--- config.mk ---
export PLATFORM = sky130hd
export DESIGN_NAME = click_gesture_led_chaser_flat
export DESIGN_NICKNAME = d
export VERILOG_FILES = /design/src/design/cglc_pkg.sv /design/src/design/cglc_if.sv /design/src/design/cglc_front.sv /design/src/design/cglc_queue.sv /design/src/design/cglc_back.sv /design/src/design/click_gesture_led_chaser.sv /design/src/flat_wrapper.sv
export SDC_FILE = /design/constraint.sdc
export NUM_CORES = 1
export LEC_CHECK = 0
export BUFFER_PORTS_ARGS = -buffer_cell sky130_fd_sc_hd__buf_2
export CAP_MARGIN = 10
export CORE_ASPECT_RATIO = 0.5
export CORE_MARGIN = 2
export CORE_UTILIZATION = 55
export CTS_BUF_LIST = sky130_fd_sc_hd__clkbuf_16
export CTS_CLUSTER_SIZE = 25
export DETAILED_ROUTE_END_ITERATION = 12
export HOLD_SLACK_MARGIN = 0.08
export PLACE_DENSITY = 0.72
export SYNTH_ARGS = -nofsm -noshare
export SYNTH_HDL_FRONTEND = slang
export SYNTH_SLANG_ARGS = --single-unit
--- constraint.sdc ---
create_clock -name clk_i -period 4.2 [get_ports clk_i]
set_input_delay 1.05 -clock clk_i [delete_from_list [all_inputs] [get_ports clk_i]]
set_output_delay 1.05 -clock clk_i [all_outputs]
set_load 0.01 [all_outputs]
--- src/design/cglc_pkg.sv ---
// Package: shared types and constants for the click gesture LED chaser.
`timescale 1ns / 1ps
package cglc_pkg;

  localparam int unsigned CntW = 16;
  localparam int unsigned PortW = 8;
  localparam int unsigned QDepth = 2;
  localparam int unsigned QPtrW = $clog2(QDepth);

  localparam logic [CntW-1:0] ShiftPeriodRst = 16'd2000;
  localparam logic [CntW-1:0] BlinkPeriodRst = 16'd4000;
  localparam logic [CntW-1:0] LongPressRst = 16'd4000;
  localparam logic [CntW-1:0] DoubleWindowRst = 16'd2000;
  localparam logic [PortW-1:0] PatternRst = 8'hFE;

  typedef enum logic [1:0] {
    GEST_NONE   = 2'd0,
    GEST_SINGLE = 2'd1,
    GEST_DOUBLE = 2'd2,
    GEST_LONG   = 2'd3
  } gesture_e;

  typedef enum logic [1:0] {
    KEY_WAIT_PRESS   = 2'd0,
    KEY_HELD         = 2'd1,
    KEY_WAIT_SECOND  = 2'd2,
    KEY_WAIT_RELEASE = 2'd3
  } key_phase_e;

  typedef enum logic [1:0] {
    RUN_IDLE = 2'd0,
    RUN_DOWN = 2'd1,
    RUN_UP   = 2'd2
  } run_mode_e;

  typedef enum logic [1:0] {
    CFG_SHIFT_PERIOD  = 2'd0,
    CFG_BLINK_PERIOD  = 2'd1,
    CFG_LONG_PRESS    = 2'd2,
    CFG_DOUBLE_WINDOW = 2'd3
  } cfg_idx_e;

  typedef struct packed {
    logic [CntW-1:0] shift_period;
    logic [CntW-1:0] blink_period;
    logic [CntW-1:0] long_press_ticks;
    logic [CntW-1:0] double_click_window;
  } cfg_t;

  typedef struct packed {
    logic     valid;
    gesture_e gesture;
  } push_t;

  typedef struct packed {
    logic     valid;
    gesture_e gesture;
  } pop_t;

endpackage

--- src/design/cglc_if.sv ---
// Interfaces: key sample channel and LED result channel.
`timescale 1ns / 1ps
interface cglc_in_if;
  logic valid;
  logic ready;
  logic key_level;

  modport source (output valid, output key_level, input ready);
  modport sink (input valid, input key_level, output ready);
endinterface

interface cglc_out_if;
  logic       valid;
  logic       ready;
  logic [7:0] led_pattern;
  logic [1:0] gesture;
  logic [1:0] running;

  modport source (output valid, output led_pattern, output gesture, output running,
                  input ready);
  modport sink (input valid, input led_pattern, input gesture, input running,
                output ready);
endinterface

--- src/design/cglc_front.sv ---
// Front: key phase machine that classifies each key sample word into a gesture.
`timescale 1ns / 1ps
module cglc_front (
  input  logic                       clk_i,
  input  logic                       rst_ni,
  input  logic                       accept_i,
  input  logic                       key_level_i,
  input  logic [cglc_pkg::CntW-1:0]  long_press_ticks_i,
  input  logic [cglc_pkg::CntW-1:0]  double_click_window_i,
  output cglc_pkg::push_t            push_o
);
  import cglc_pkg::*;

  key_phase_e      phase_q, phase_d;
  logic [CntW-1:0] press_q, press_d;
  logic [CntW-1:0] gap_q, gap_d;
  logic [CntW-1:0] press_inc, gap_inc;
  logic            pressed;
  gesture_e        gesture;

  assign pressed = ~key_level_i;
  assign press_inc = CntW'(press_q + 1'b1);
  assign gap_inc = CntW'(gap_q + 1'b1);

  always_ff @(posedge clk_i or negedge rst_ni) begin
    if (!rst_ni) begin
      phase_q <= KEY_WAIT_PRESS;
      press_q <= '0;
      gap_q   <= '0;
    end else if (accept_i) begin
      phase_q <= phase_d;
      press_q <= press_d;
      gap_q   <= gap_d;
    end
  end

  always_comb begin
    phase_d = phase_q;
    press_d = press_q;
    gap_d   = gap_q;
    gesture = GEST_NONE;
    case (phase_q)
      KEY_WAIT_PRESS: begin
        if (pressed) begin
          press_d = '0;
          phase_d = KEY_HELD;
        end
      end
      KEY_HELD: begin
        if (pressed) begin
          press_d = press_inc;
          if (press_inc >= long_press_ticks_i) begin
            gesture = GEST_LONG;
            phase_d = KEY_WAIT_RELEASE;
          end
        end else begin
          gap_d   = '0;
          phase_d = KEY_WAIT_SECOND;
        end
      end
      KEY_WAIT_SECOND: begin
        gap_d = gap_inc;
        if (pressed) begin
          gesture = GEST_DOUBLE;
          phase_d = KEY_WAIT_RELEASE;
        end else if (gap_inc >= double_click_window_i) begin
          gesture = GEST_SINGLE;
          phase_d = KEY_WAIT_PRESS;
        end
      end
      KEY_WAIT_RELEASE: begin
        if (!pressed) begin
          phase_d = KEY_WAIT_PRESS;
        end
      end
      default: begin
        phase_d = KEY_WAIT_PRESS;
      end
    endcase
  end

  assign push_o = '{valid: accept_i, gesture: gesture};

endmodule

--- src/design/cglc_queue.sv ---
// Queue: short gesture FIFO between the key front and the chaser back.
`timescale 1ns / 1ps
module cglc_queue (
  input  logic            clk_i,
  input  logic            rst_ni,
  input  cglc_pkg::push_t push_i,
  input  logic            pop_i,
  output logic            full_o,
  output cglc_pkg::pop_t  head_o
);
  import cglc_pkg::*;

  gesture_e           mem_q [QDepth];
  logic [QPtrW-1:0]   wr_q, wr_d;
  logic [QPtrW-1:0]   rd_q, rd_d;
  logic [QPtrW:0]     cnt_q, cnt_d;
  logic               do_pop;

  assign full_o = (cnt_q == (QPtrW + 1)'(QDepth));
  assign do_pop = pop_i && (cnt_q != '0);

  always_comb begin
    wr_d  = wr_q;
    rd_d  = rd_q;
    cnt_d = cnt_q;
    if (push_i.valid) begin
      wr_d = (wr_q == QPtrW'(QDepth - 1)) ? '0 : QPtrW'(wr_q + 1'b1);
    end
    if (do_pop) begin
      rd_d = (rd_q == QPtrW'(QDepth - 1)) ? '0 : QPtrW'(rd_q + 1'b1);
    end
    case ({push_i.valid, do_pop})
      2'b10:   cnt_d = (QPtrW + 1)'(cnt_q + 1'b1);
      2'b01:   cnt_d = (QPtrW + 1)'(cnt_q - 1'b1);
      default: cnt_d = cnt_q;
    endcase
  end

  always_ff @(posedge clk_i or negedge rst_ni) begin
    if (!rst_ni) begin
      wr_q  <= '0;
      rd_q  <= '0;
      cnt_q <= '0;
    end else begin
      wr_q  <= wr_d;
      rd_q  <= rd_d;
      cnt_q <= cnt_d;
    end
  end

  always_ff @(posedge clk_i) begin
    if (push_i.valid) begin
      mem_q[wr_q] <= push_i.gesture;
    end
  end

  assign head_o = '{valid: (cnt_q != '0), gesture: mem_q[rd_q]};

endmodule

--- src/design/cglc_back.sv ---
// Back: chaser, step and blink timers, and the result output register.
`timescale 1ns / 1ps
module cglc_back #(
  parameter int unsigned LED_COUNT = 8
) (
  input  logic                      clk_i,
  input  logic                      rst_ni,
  input  cglc_pkg::pop_t            head_i,
  output logic                      pop_o,
  input  logic [cglc_pkg::CntW-1:0] shift_period_i,
  input  logic [cglc_pkg::CntW-1:0] blink_period_i,
  cglc_out_if.source                out_o
);
  import cglc_pkg::*;

  localparam int unsigned IdxW = (LED_COUNT > 1) ? $clog2(LED_COUNT) : 1;

  run_mode_e        mode_q, mode_d;
  logic [IdxW-1:0]  idx_q, idx_d;
  logic [PortW-1:0] pat_q, pat_d;
  logic [PortW-1:0] shown_q, shown_d;
  logic [CntW-1:0]  blink_tick_q, blink_tick_d;
  logic [CntW-1:0]  step_cnt_q, step_cnt_d;
  logic             blink_on_q, blink_on_d;
  logic             out_valid_q;
  logic [PortW-1:0] led_q;
  gesture_e         gest_q;
  run_mode_e        run_q;

  logic [CntW-1:0]  step_inc, blink_inc;
  logic             shift_due;
  logic [IdxW-1:0]  idx_step;
  logic [PortW-1:0] lit_cur, lit_step;

  function automatic logic [PortW-1:0] lit_bit(input logic [IdxW-1:0] idx);
    logic [4:0]       idx_ext;
    logic [PortW-1:0] bits;
    idx_ext = 5'(idx);
    for (int i = 0; i < PortW; i++) begin
      bits[i] = (idx_ext == 5'(i));
    end
    return bits;
  endfunction

  assign pop_o = head_i.valid && (!out_valid_q || out_o.ready);

  assign step_inc  = CntW'(step_cnt_q + 1'b1);
  assign blink_inc = CntW'(blink_tick_q + 1'b1);
  assign lit_cur   = lit_bit(idx_q);
  assign lit_step  = lit_bit(idx_step);

  always_comb begin
    if (mode_q == RUN_UP) begin
      idx_step = (idx_q == IdxW'(LED_COUNT - 1)) ? '0 : IdxW'(idx_q + 1'b1);
    end else begin
      idx_step = (idx_q == '0) ? IdxW'(LED_COUNT - 1) : IdxW'(idx_q - 1'b1);
    end
  end

  always_comb begin
    mode_d       = mode_q;
    idx_d        = idx_q;
    pat_d        = pat_q;
    shown_d      = shown_q;
    blink_tick_d = blink_inc;
    step_cnt_d   = step_cnt_q;
    blink_on_d   = blink_on_q;
    shift_due    = 1'b0;

    if (mode_q != RUN_IDLE) begin
      step_cnt_d = step_inc;
      if (step_inc >= shift_period_i) begin
        step_cnt_d = '0;
        shift_due  = 1'b1;
      end
    end

    if (blink_inc >= blink_period_i) begin
      blink_tick_d = '0;
      blink_on_d   = ~blink_on_q;
      shown_d      = blink_on_q ? (pat_q | lit_cur) : pat_q;
    end else if (blink_on_q) begin
      shown_d = pat_q;
    end

    if (head_i.gesture == GEST_LONG) begin
      mode_d     = RUN_IDLE;
      idx_d      = '0;
      pat_d      = PatternRst;
      blink_on_d = 1'b1;
      shown_d    = PatternRst;
    end else if (mode_q != RUN_IDLE) begin
      if (shift_due) begin
        idx_d = idx_step;
        pat_d = ~lit_step;
      end
    end else if (head_i.gesture == GEST_SINGLE || head_i.gesture == GEST_DOUBLE) begin
      pat_d  = ~lit_cur;
      mode_d = (head_i.gesture == GEST_SINGLE) ? RUN_DOWN : RUN_UP;
    end
  end

  always_ff @(posedge clk_i or negedge rst_ni) begin
    if (!rst_ni) begin
      mode_q       <= RUN_IDLE;
      idx_q        <= '0;
      pat_q        <= PatternRst;
      shown_q      <= PatternRst;
      blink_tick_q <= '0;
      step_cnt_q   <= '0;
      blink_on_q   <= 1'b1;
      out_valid_q  <= 1'b0;
    end else begin
      if (pop_o) begin
        mode_q       <= mode_d;
        idx_q        <= idx_d;
        pat_q        <= pat_d;
        shown_q      <= shown_d;
        blink_tick_q <= blink_tick_d;
        step_cnt_q   <= step_cnt_d;
        blink_on_q   <= blink_on_d;
        out_valid_q  <= 1'b1;
      end else if (out_o.ready) begin
        out_valid_q <= 1'b0;
      end
    end
  end

  always_ff @(posedge clk_i) begin
    if (pop_o) begin
      led_q  <= shown_d;
      gest_q <= head_i.gesture;
      run_q  <= mode_d;
    end
  end

  assign out_o.valid       = out_valid_q;
  assign out_o.led_pattern = led_q;
  assign out_o.gesture     = gest_q;
  assign out_o.running     = run_q;

endmodule

--- src/design/click_gesture_led_chaser.sv ---
// Top level: configuration registers and the front, queue and back of the chaser.
`timescale 1ns / 1ps
// One key sample word is accepted per clock while the gesture queue is not
// full, and one result word leaves per clock while a gesture is queued and
// the output side is ready; a word's result passes through the gesture queue
// and then the result output register. The two-entry gesture queue between
// the key phase machine and the chaser update lets either side stall on its own.
// The user must write registers through cfg_we_i, cfg_idx_i and cfg_data_i
// only while no words are in flight; the block itself does not enforce it.
module click_gesture_led_chaser #(
  parameter int unsigned LED_COUNT = 8
) (
  input  logic                      clk_i,
  input  logic                      rst_ni,
  input  logic                      cfg_we_i,
  input  logic [1:0]                cfg_idx_i,
  input  logic [cglc_pkg::CntW-1:0] cfg_data_i,
  cglc_in_if.sink                   in_i,
  cglc_out_if.source                out_o
);
  import cglc_pkg::*;

  cfg_t  cfg_q;
  push_t push;
  pop_t  head;
  logic  q_full;
  logic  pop;
  logic  accept;

  always_ff @(posedge clk_i or negedge rst_ni) begin
    if (!rst_ni) begin
      cfg_q.shift_period        <= ShiftPeriodRst;
      cfg_q.blink_period        <= BlinkPeriodRst;
      cfg_q.long_press_ticks    <= LongPressRst;
      cfg_q.double_click_window <= DoubleWindowRst;
    end else if (cfg_we_i) begin
      case (cfg_idx_e'(cfg_idx_i))
        CFG_SHIFT_PERIOD:  cfg_q.shift_period        <= cfg_data_i;
        CFG_BLINK_PERIOD:  cfg_q.blink_period        <= cfg_data_i;
        CFG_LONG_PRESS:    cfg_q.long_press_ticks    <= cfg_data_i;
        CFG_DOUBLE_WINDOW: cfg_q.double_click_window <= cfg_data_i;
        default: begin
        end
      endcase
    end
  end

  assign in_i.ready = ~q_full;
  assign accept     = in_i.valid & ~q_full;

  cglc_front u_front (
    .clk_i                 (clk_i),
    .rst_ni                (rst_ni),
    .accept_i              (accept),
    .key_level_i           (in_i.key_level),
    .long_press_ticks_i    (cfg_q.long_press_ticks),
    .double_click_window_i (cfg_q.double_click_window),
    .push_o                (push)
  );

  cglc_queue u_queue (
    .clk_i  (clk_i),
    .rst_ni (rst_ni),
    .push_i (push),
    .pop_i  (pop),
    .full_o (q_full),
    .head_o (head)
  );

  cglc_back #(
    .LED_COUNT (LED_COUNT)
  ) u_back (
    .clk_i          (clk_i),
    .rst_ni         (rst_ni),
    .head_i         (head),
    .pop_o          (pop),
    .shift_period_i (cfg_q.shift_period),
    .blink_period_i (cfg_q.blink_period),
    .out_o          (out_o)
  );

endmodule
--- src/flat_wrapper.sv ---
// flat-port wrapper written by rule: the top's interface ports become plain ports
module click_gesture_led_chaser_flat import cglc_pkg::*;
#(
  parameter int unsigned LED_COUNT = 8
)
  (clk_i, rst_ni, cfg_we_i, cfg_idx_i, cfg_data_i, in_i_valid, in_i_key_level, in_i_ready, out_o_valid, out_o_led_pattern, out_o_gesture, out_o_running, out_o_ready);
  cglc_in_if in_i_i ();
  cglc_out_if out_o_i ();
  input  logic clk_i;
  input  logic rst_ni;
  input  logic cfg_we_i;
  input  logic [1:0] cfg_idx_i;
  input  logic [cglc_pkg::CntW-1:0] cfg_data_i;
  input wire logic [$bits(in_i_i.valid)-1:0] in_i_valid;
  input wire logic [$bits(in_i_i.key_level)-1:0] in_i_key_level;
  output wire logic [$bits(in_i_i.ready)-1:0] in_i_ready;
  output wire logic [$bits(out_o_i.valid)-1:0] out_o_valid;
  output wire logic [$bits(out_o_i.led_pattern)-1:0] out_o_led_pattern;
  output wire logic [$bits(out_o_i.gesture)-1:0] out_o_gesture;
  output wire logic [$bits(out_o_i.running)-1:0] out_o_running;
  input wire logic [$bits(out_o_i.ready)-1:0] out_o_ready;
  assign in_i_i.valid = in_i_valid;
  assign in_i_i.key_level = in_i_key_level;
  assign in_i_ready = in_i_i.ready;
  assign out_o_valid = out_o_i.valid;
  assign out_o_led_pattern = out_o_i.led_pattern;
  assign out_o_gesture = out_o_i.gesture;
  assign out_o_running = out_o_i.running;
  assign out_o_i.ready = out_o_ready;
  click_gesture_led_chaser #(.LED_COUNT(LED_COUNT)) u_core (.clk_i(clk_i), .rst_ni(rst_ni), .cfg_we_i(cfg_we_i), .cfg_idx_i(cfg_idx_i), .cfg_data_i(cfg_data_i), .in_i(in_i_i), .out_o(out_o_i));
endmodule
==> results of run 1 <==
-- registers in the layout (all words and copies together), names as in the netlist --
signal	cells
u_core.u_back.blink_tick_q	16
u_core.u_queue.rd_q	1
u_core.u_back.mode_q	2
u_core.u_queue.mem_q	4
u_core.u_back.blink_on_q	1
u_core.u_back.out_o.valid	1
u_core.u_queue.cnt_q	2
u_core.cfg_q	64
u_core.u_back.out_o.led_pattern	8
u_core.u_back.pat_q	8
u_core.u_back.shown_q	8
u_core.u_queue.wr_q	1
u_core.u_back.out_o.running	2
u_core.u_back.step_cnt_q	16
u_core.u_front.press_q	16
u_core.u_front.gap_q	16
u_core.u_back.idx_q	3
u_core.u_back.out_o.gesture	2
u_core.u_front.phase_q	2
-- worst max path at each step --
stage,slack [ps],end,cells after the start
global placement,540,u_core.u_back.pat_q[0],14
global route,100,u_core.u_back.pat_q[0],14
floorplan,760,u_core.u_back.pat_q[0],14
CTS,340,u_core.u_back.pat_q[0],14
detailed placement,360,u_core.u_back.pat_q[0],14
finish,320,u_core.u_back.pat_q[0],14
-- where the power goes --
| part | internal [mW] | switching [mW] |
|---|---|---|
| sequential | 2.10 | 0.252 |
| clock | 0.804 | 0.784 |
| combinational | 0.738 | 1.16 |
| total | 3.64 | 2.19 |
-- cell usage in the layout, fill, tap and decap left out, types with 23 or more instances in the layout --
cell type and instances:
sky130_fd_sc_hd__buf_2 36, sky130_fd_sc_hd__xor2_1 29, sky130_fd_sc_hd__mux2_2 51, sky130_fd_sc_hd__nor2_1 57, sky130_fd_sc_hd__ha_1 82, sky130_fd_sc_hd__xnor2_1 34, sky130_fd_sc_hd__nand2_1 123, sky130_fd_sc_hd__and3_1 23
sky130_fd_sc_hd__a21oi_1 31, sky130_fd_sc_hd__dfstp_2 39, sky130_fd_sc_hd__dfrtp_1 118, sky130_fd_sc_hd__o21ai_0 87, sky130_fd_sc_hd__nand3_1 38, sky130_fd_sc_hd__inv_1 80
-- per-layer routing --
metal / vias up / track usage
li1: 3681 / -
met3: 32 / 0.04476
met5: - / 0
met4: 0 / 0.08338
met2: 178 / 0.3898
met1: 3684 / 0.3355
-- cell type report --
type / count / area share
Timing Repair Buffer: 46 / 0.02452
Tap cell: 234 / 0.02644
Inverter: 81 / 0.02745
Clock buffer: 17 / 0.03841
Multi-Input combinational cell: 741 / 0.4662
Clock inverter: 15 / 0.01446
Sequential cell: 173 / 0.4026
-- worst max-delay path, delay by kind of cell (launching register included) --
family                   cells  cell delay (ps)
multiplexers                 1              340
flip-flops                   1              430
AND/OR/NAND/NOR              6             1180
adder cells (fa/ha/maj)      2              560
XOR/XNOR                     1              170
AO/OA/AOI/OAI                4             1070
-- through the flow --
stage	power [mW]	hold slack (ps)	instance area, sq um	util	instances
final	5.837	485.2	11070	0.6288	1307
after global routing	6.223	510.9	11070	0.6288	1307
after CTS	5.856	489.4	11070	0.6284	1307
after detailed placement	4.253	478.4	10480	0.5951	1275
after global placement	4.161	474.3	10480	0.5951	1275
after floorplan	3.679	451.9	10030	-	1028
-- cell families after synthesis --
group           count (synthesis)  synth area share
simple gates                  323            0.1537
compound gates                212            0.1343
flops                         173            0.4444
buf+inv                       114           0.04265
fa+ha+maj                      82            0.1023
xor+xnor                       63           0.05500
mux                            61           0.06772
==> results.json, run 1 <==
{
  "post_drt_via_cell_ratio": 5.796,
  "clkTransAtPathRegs_ps": 70,
  "yosys_warnings": 0,
  "clkSinkCount": 173,
  "ctsResizeCount": 0,
  "ranking_of_synthesized_cells_by_area": "sky130_fd_sc_hd__dfrtp_1 29%, sky130_fd_sc_hd__ha_1 10%, sky130_fd_sc_hd__dfstp_2 10%",
  "timing.final.crit_share": 0.9232,
  "drive_gt1_frac": 0.1687,
  "final_net_count": 1166,
  "setup_ws_ps": 322.7,
  "worstHoldPathCells": 2,
  "postRouteAntennaNets": 0,
  "worst_hold_startpoint": "u_core.u_back.pat_q[4]",
  "route.top_layer_used": "met4",
  "cap_violations": 0,
  "leakage_nw": 5.286,
  "hold_end": "u_core.u_back.pat_q[4]",
  "synth_sequential_area_ratio": 0.4444,
  "post-cts-setup-buffers": 0,
  "finish_stage_setup_viols": 0,
  "floorplan.rows": 34,
  "synthMostInstantiatedCell": "sky130_fd_sc_hd__nand2_1",
  "synthToLayoutAreaGrowth_pct": 10.39,
  "synth_async_sr_flop_share": 0.9075,
  "timing.critical_path.cells": "ha_1 > nand3_1 > or2_2 > nor2b_1 > nand4_1 > xnor2_1 > ha_1 > a21o_1 > a21oi_1 > nand2_1 > a221o_1 > and2_4 > a22oi_4 > mux2_4",
  "critical_path.slowest_cell": "sky130_fd_sc_hd__dfrtp_1",
  "initial_core_utilization": 0.5696,
  "finalSetupTns_ps": 0,
  "grt_use_total": 0.2429,
  "timing.reg2reg.worst_path_depth": 14,
  "timing_max_transition_violations_final": 0,
  "die_area_sq_mm": 0.01940,
  "cp.required_ps": 4520,
  "number_of_drc_violations_after_detailed_routing_iteration_0": 551,
  "vdd.ir_drop.worst_mv": 0.3030,
  "hp-class": "flip-flop to flip-flop",
  "drc": 0,
  "critical_path.most_common_cell": "sky130_fd_sc_hd__ha_1",
  "detailroute.wirelength.met3_um": 1109,
  "grt_pass1_wl_um": 37300,
  "final-hold-violation-count": 0,
  "fillCellCount": 1441,
  "post-dp-hpwl_um": 15590,
  "cts_tree": "built",
  "fin_worst_skew_ps": 13.61,
  "htree_num_levels": 4,
  "antenna_violations_before_repair": 0,
  "crit_path_max_incr_delay_ps": 430,
  "grt_setup_unrepaired": "false",
  "detailroute.wirelength.met2_um": 9864,
  "dp_worst_setup_slack_ps": 364.7,
  "finalCriticalPeriod_ps": 3877,
  "critPathArrivalTime_ps": 4200,
  "die_x_um": 195,
  "slew-limit-headroom": 0.3330,
  "postSynthRegisterBits": 173,
  "syn_area_per_cell_sq_um": 9.759,
  "io_pins": 38,
  "worst_setup_start_kind": "flip-flop",
  "gr-total-overflow": 0,
  "gp_congestion": 0.8461,
  "timing.rr.start": "u_core.u_back.step_cnt_q[0]",
  "route.vias.total": 7575,
  "ctsHoldBuffers": 0,
  "ff_latch_area_sq_mm": 0.004458,
  "synth-edff-count": 16,
  "cts_root_buffer": "sky130_fd_sc_hd__clkbuf_16",
  "max_fclk_mhz": 257.9,
  "syn_inst": 1028,
  "antenna_cells": 0,
  "port-buffer-count": 37,
  "routed_wire_length_per_instance_um": 16.95,
  "cp-startpoint": "u_core.u_back.step_cnt_q[0]",
  "grt_pass1_vias": 7401,
  "timing.setup.critical_path_class": "flip-flop to flip-flop",
  "endpoint_kind": "flip-flop",
  "worst_skew_pair_later_pin_latency_ps": 440,
  "yosysTopAreaCell": "sky130_fd_sc_hd__dfrtp_1",
  "synthesis.nets": 1134,
  "multi_input_area_sq_mm": 0.005162,
  "status": "completed",
  "placeableCoreArea_sq_mm": 0.01761,
  "vert_die_dim_um": 99.50,
  "top_area_cell_type_share_of_the_netlist_area": 0.2943,
  "powerDensity_mw_per_mm2": 527.1,
  "crit_fanout": 13,
  "tritoncts.num_buffers": 17,
  "max_slew.worst_pin.slew_ps": 996.9,
  "clock_path_buffers": 2,
  "netlist_top_cells_count": "123 x sky130_fd_sc_hd__nand2_1, 118 x sky130_fd_sc_hd__dfrtp_1, 87 x sky130_fd_sc_hd__o21ai_0",
  "synth_area_sq_mm": 0.01003,
  "reg2reg_to": "u_core.u_back.pat_q[0]",
  "route.final.wire_length_um": 22150,
  "detailed_routing_iterations_pass_1": 6,
  "largest_net_degree_at_the_start_of_global_routing": 70,
  "post_synth_num_cell_types": 60,
  "synth_flop_cell": "sky130_fd_sc_hd__dfrtp_1",
  "routedLengthMet1_um": 10730,
  "timing.reg2reg.setup_slack_ps": 320
}
(Power assumes the default switching activity.)
==> inputs of run 2 (changes only) <==
- ABC_AREA: unset -> 1
==> results.json, run 2 <==
{
  "status": "completed",
  "largest_net_degree_at_the_start_of_global_routing": 71,
  "timing.setup.critical_path_class": "flip-flop to flip-flop",
  "sequentialPowerShare": 0.361,
  "synth_top_family_by_area": "simple AND/OR/NAND/NOR gates",
  "route.top_layer_used": "met4",
  "synth-simple-area-share": 0.2336,
  "share_clk_of_total_power": 0.241,
  "mostFrequentLayoutCells": "375 x sky130_fd_sc_hd__nand2_1, 220 x sky130_fd_sc_hd__inv_1, 118 x sky130_fd_sc_hd__dfrtp_1",
  "critical_path.slowest_cell": "sky130_fd_sc_hd__dfrtp_1",
  "routed_wire_length_per_instance_um": 14.55,
  "holdWs_ps": 470.4,
  "worst_setup_start_kind": "flip-flop",
  "critical_path.most_common_cell": "sky130_fd_sc_hd__nand2_1",
  "post_drt_via_cell_ratio": 5.369,
  "initial_core_utilization": 0.5606,
  "largest-register": "u_core.cfg_q",
  "netlist_top_cells_count": "375 x sky130_fd_sc_hd__nand2_1, 219 x sky130_fd_sc_hd__inv_1, 118 x sky130_fd_sc_hd__dfrtp_1",
  "port-buffer-count": 37,
  "synthMostInstantiatedCell": "sky130_fd_sc_hd__nand2_1",
  "power.share.combinational": 0.399,
  "postRouteAntennaNets": 0,
  "timing_max_transition_violations_final": 0,
  "slew-limit-headroom": 0.3616,
  "final-hold-violation-count": 0,
  "max_slew.worst_pin.slew_ps": 954.9,
  "post_synth_num_cell_types": 43,
  "ctsResizeCount": 0,
  "yosysTopAreaCell": "sky130_fd_sc_hd__dfrtp_1",
  "vdd.ir_drop.worst_mv": 0.2778,
  "antenna_cells": 0,
  "synth-compound-area-share": 0.1023,
  "cp.buffers_inverters": 2,
  "endpoint_kind": "flip-flop",
  "htree_num_levels": 4,
  "p_sw_mw": 2.960,
  "finish_stage_setup_viols": 0,
  "place_inst": 1554,
  "tritoncts.num_buffers": 17,
  "clkTransAtPathRegs_ps": 70,
  "placeableCoreArea_sq_mm": 0.01839,
  "vert_die_dim_um": 100.8,
  "stdcell_count": 1586,
  "layout_commonest_cell": "sky130_fd_sc_hd__nand2_1",
  "cap_violations": 0,
  "ranking_of_synthesized_cells_by_area": "sky130_fd_sc_hd__dfrtp_1 29%, sky130_fd_sc_hd__nand2_1 14%, sky130_fd_sc_hd__ha_1 10%",
  "die_x_um": 197.6,
  "post-route-util": 0.6194,
  "gr-total-overflow": 0,
  "number_of_flip_flops_under_the_largest_register_name": 64,
  "synth_mux_area_frac": 0.0009708,
  "max_fclk_mhz": 303.6,
  "floorplan.rows": 35,
  "synth_flop_cell": "sky130_fd_sc_hd__dfrtp_1",
  "p_sw_frac": 0.4040,
  "post-cts-setup-buffers": 0,
  "finalSetupTns_ps": 0,
  "postSynthRegisterBits": 173,
  "grt_pass1_wl_um": 38640,
  "synth_area_sq_mm": 0.01031,
  "timing.critical_path.cells": "ha_1 > nand3_1 > nor2_1 > nand4_1 > nor2_1 > nand2_1 > xor2_1 > inv_1 > ha_1 > nand2_1 > inv_1 > nand3_1 > nor3_1 > nand2_1 > nand3_1 > nand2_2 > nor2_1 > nand2_1 > nand2_1",
  "number_of_drc_violations_after_detailed_routing_iteration_0": 561,
  "syn_area_per_cell_sq_um": 7.938,
  "synth-edff-count": 16,
  "grt_setup_unrepaired": "false",
  "synth_sequential_area_ratio": 0.4324,
  "leakage_nw": 5.954,
  "synthesis.nets": 1405,
  "gp_congestion": 0.8881,
  "drive_gt1_frac": 0.09955,
  "synth_async_sr_flop_share": 0.9075,
  "detailroute.wirelength.met2_um": 10550,
  "routedLengthMet1_um": 11000,
  "fin_worst_skew_ps": 14.62,
  "route.vias.total": 8516,
  "post-dp-hpwl_um": 17040,
  "clock_path_buffers": 2,
  "antenna_violations_before_repair": 0,
  "yosys_warnings": 0,
  "syn_inst": 1299,
  "critPathArrivalTime_ps": 3660,
  "synth_adder_area_share": 0.09950,
  "timing.final.crit_share": 0.7842,
  "crit_fanout": 13,
  "clkSinkCount": 173,
  "detailed_routing_iterations_pass_1": 5,
  "finalCriticalPeriod_ps": 3294,
  "drc": 0,
  "top_area_cell_type_share_of_the_netlist_area": 0.2864,
  "internal-power_mw": 4.366,
  "detailroute.wirelength.met3_um": 1176,
  "io_pins": 38,
  "worst_skew_pair_later_pin_latency_ps": 430,
  "hp-class": "flip-flop to flip-flop",
  "crit_path_max_incr_delay_ps": 440,
  "route.final.wire_length_um": 23080,
  "ctsHoldBuffers": 0,
  "cts_root_buffer": "sky130_fd_sc_hd__clkbuf_16",
  "grt_use_total": 0.2462,
  "powerDensity_mw_per_mm2": 643.0,
  "die_area_sq_mm": 0.01993,
  "synthToLayoutAreaGrowth_pct": 10.48,
  "final_net_count": 1439,
  "cts_tree": "built",
  "synth_xor_xnor_area_share": 0.03907,
  "cp.required_ps": 4560,
  "grt_pass1_vias": 7919,
  "timing.critical_path.max_delay_family": "simple AND/OR/NAND/NOR gates"
}
[run 2: changes by cell type after synthesis, sizes merged, moves of 24 or more]
cell / before / now
nand2: 123 / 378
o21ai: 89 / 116
mux2: 52 / 0
o22ai: 0 / 27
nand4: 15 / 39
inv: 80 / 224
xnor2: 34 / 2
[run 2: metrics by stage]
step / total power, mW / instance area, sq um / setup slack [ps]
2_1_floorplan: 4.788 / 10310 / 1387
3_3_place_gp: 5.440 / 10740 / 1063
3_5_place_dp: 5.560 / 10740 / 958.0
4_1_cts: 7.342 / 11390 / 945.9
5_1_grt: 7.915 / 11390 / 478.1
6_report: 7.326 / 11390 / 906.2
[run 2: kinds of logic (layout without fill, tap and decap cells)]
logic type	Yosys count	count (layout)
AOI/OAI and AO/OA	192	192
adders and majority gates	82	82
xor gates and xnor gates	46	46
and+or+nand+nor	555	555
DFF	173	173
muxes	1	1
buffers and inverters	250	297
[run 2: routing by layer]
metal  GRT usage  up-vias
li1            -     4240
met1      0.3453     3999
met2      0.3984      240
met3     0.04015       37
met4     0.07114        0
met5           0        -
[run 2: worst min-delay path, delay by kind of cell, from the launching register on]
family           cells  cell delay, ps
and+or+nand+nor      2             100
DFF                  1             370
[run 2: final cells by class]
type,instances,area (sq um)
repair buffers,41,234.0
inverters,224,843.3
well taps,240,300.3
clock buffers,18,450.4
fillers,1606,7000
multi-input cells,876,4902
clock inverters,14,203.9
flip-flops and latches,173,4458
[run 2: power groups by stage]
stage	clock (mW)	combinational [mW]	sequential (mW)
floorplan	0	2.19	2.60
global placement	0	2.79	2.65
detailed placement	0	2.90	2.66
CTS	1.78	2.93	2.63
global route	1.85	3.36	2.71
finish	1.76	2.92	2.64
[run 2: path summary, 6_finish.rpt]
kind                                            end  depth (start not counted)                         from  slack [ps]
setup / recovery             u_core.u_back.idx_q[0]                         19  u_core.u_back.step_cnt_q[0]         910
hold / removal             u_core.u_back.shown_q[2]                          2     u_core.u_back.shown_q[2]         470
setup reg to reg             u_core.u_back.idx_q[0]                         19  u_core.u_back.step_cnt_q[0]         910
hold reg to reg            u_core.u_back.shown_q[2]                          2     u_core.u_back.shown_q[2]         470
max in group asynchronous           u_core.cfg_q[9]                          2                       rst_ni        2770
min in group asynchronous   u_core.u_back.mode_q[1]                          1                       rst_ni         600
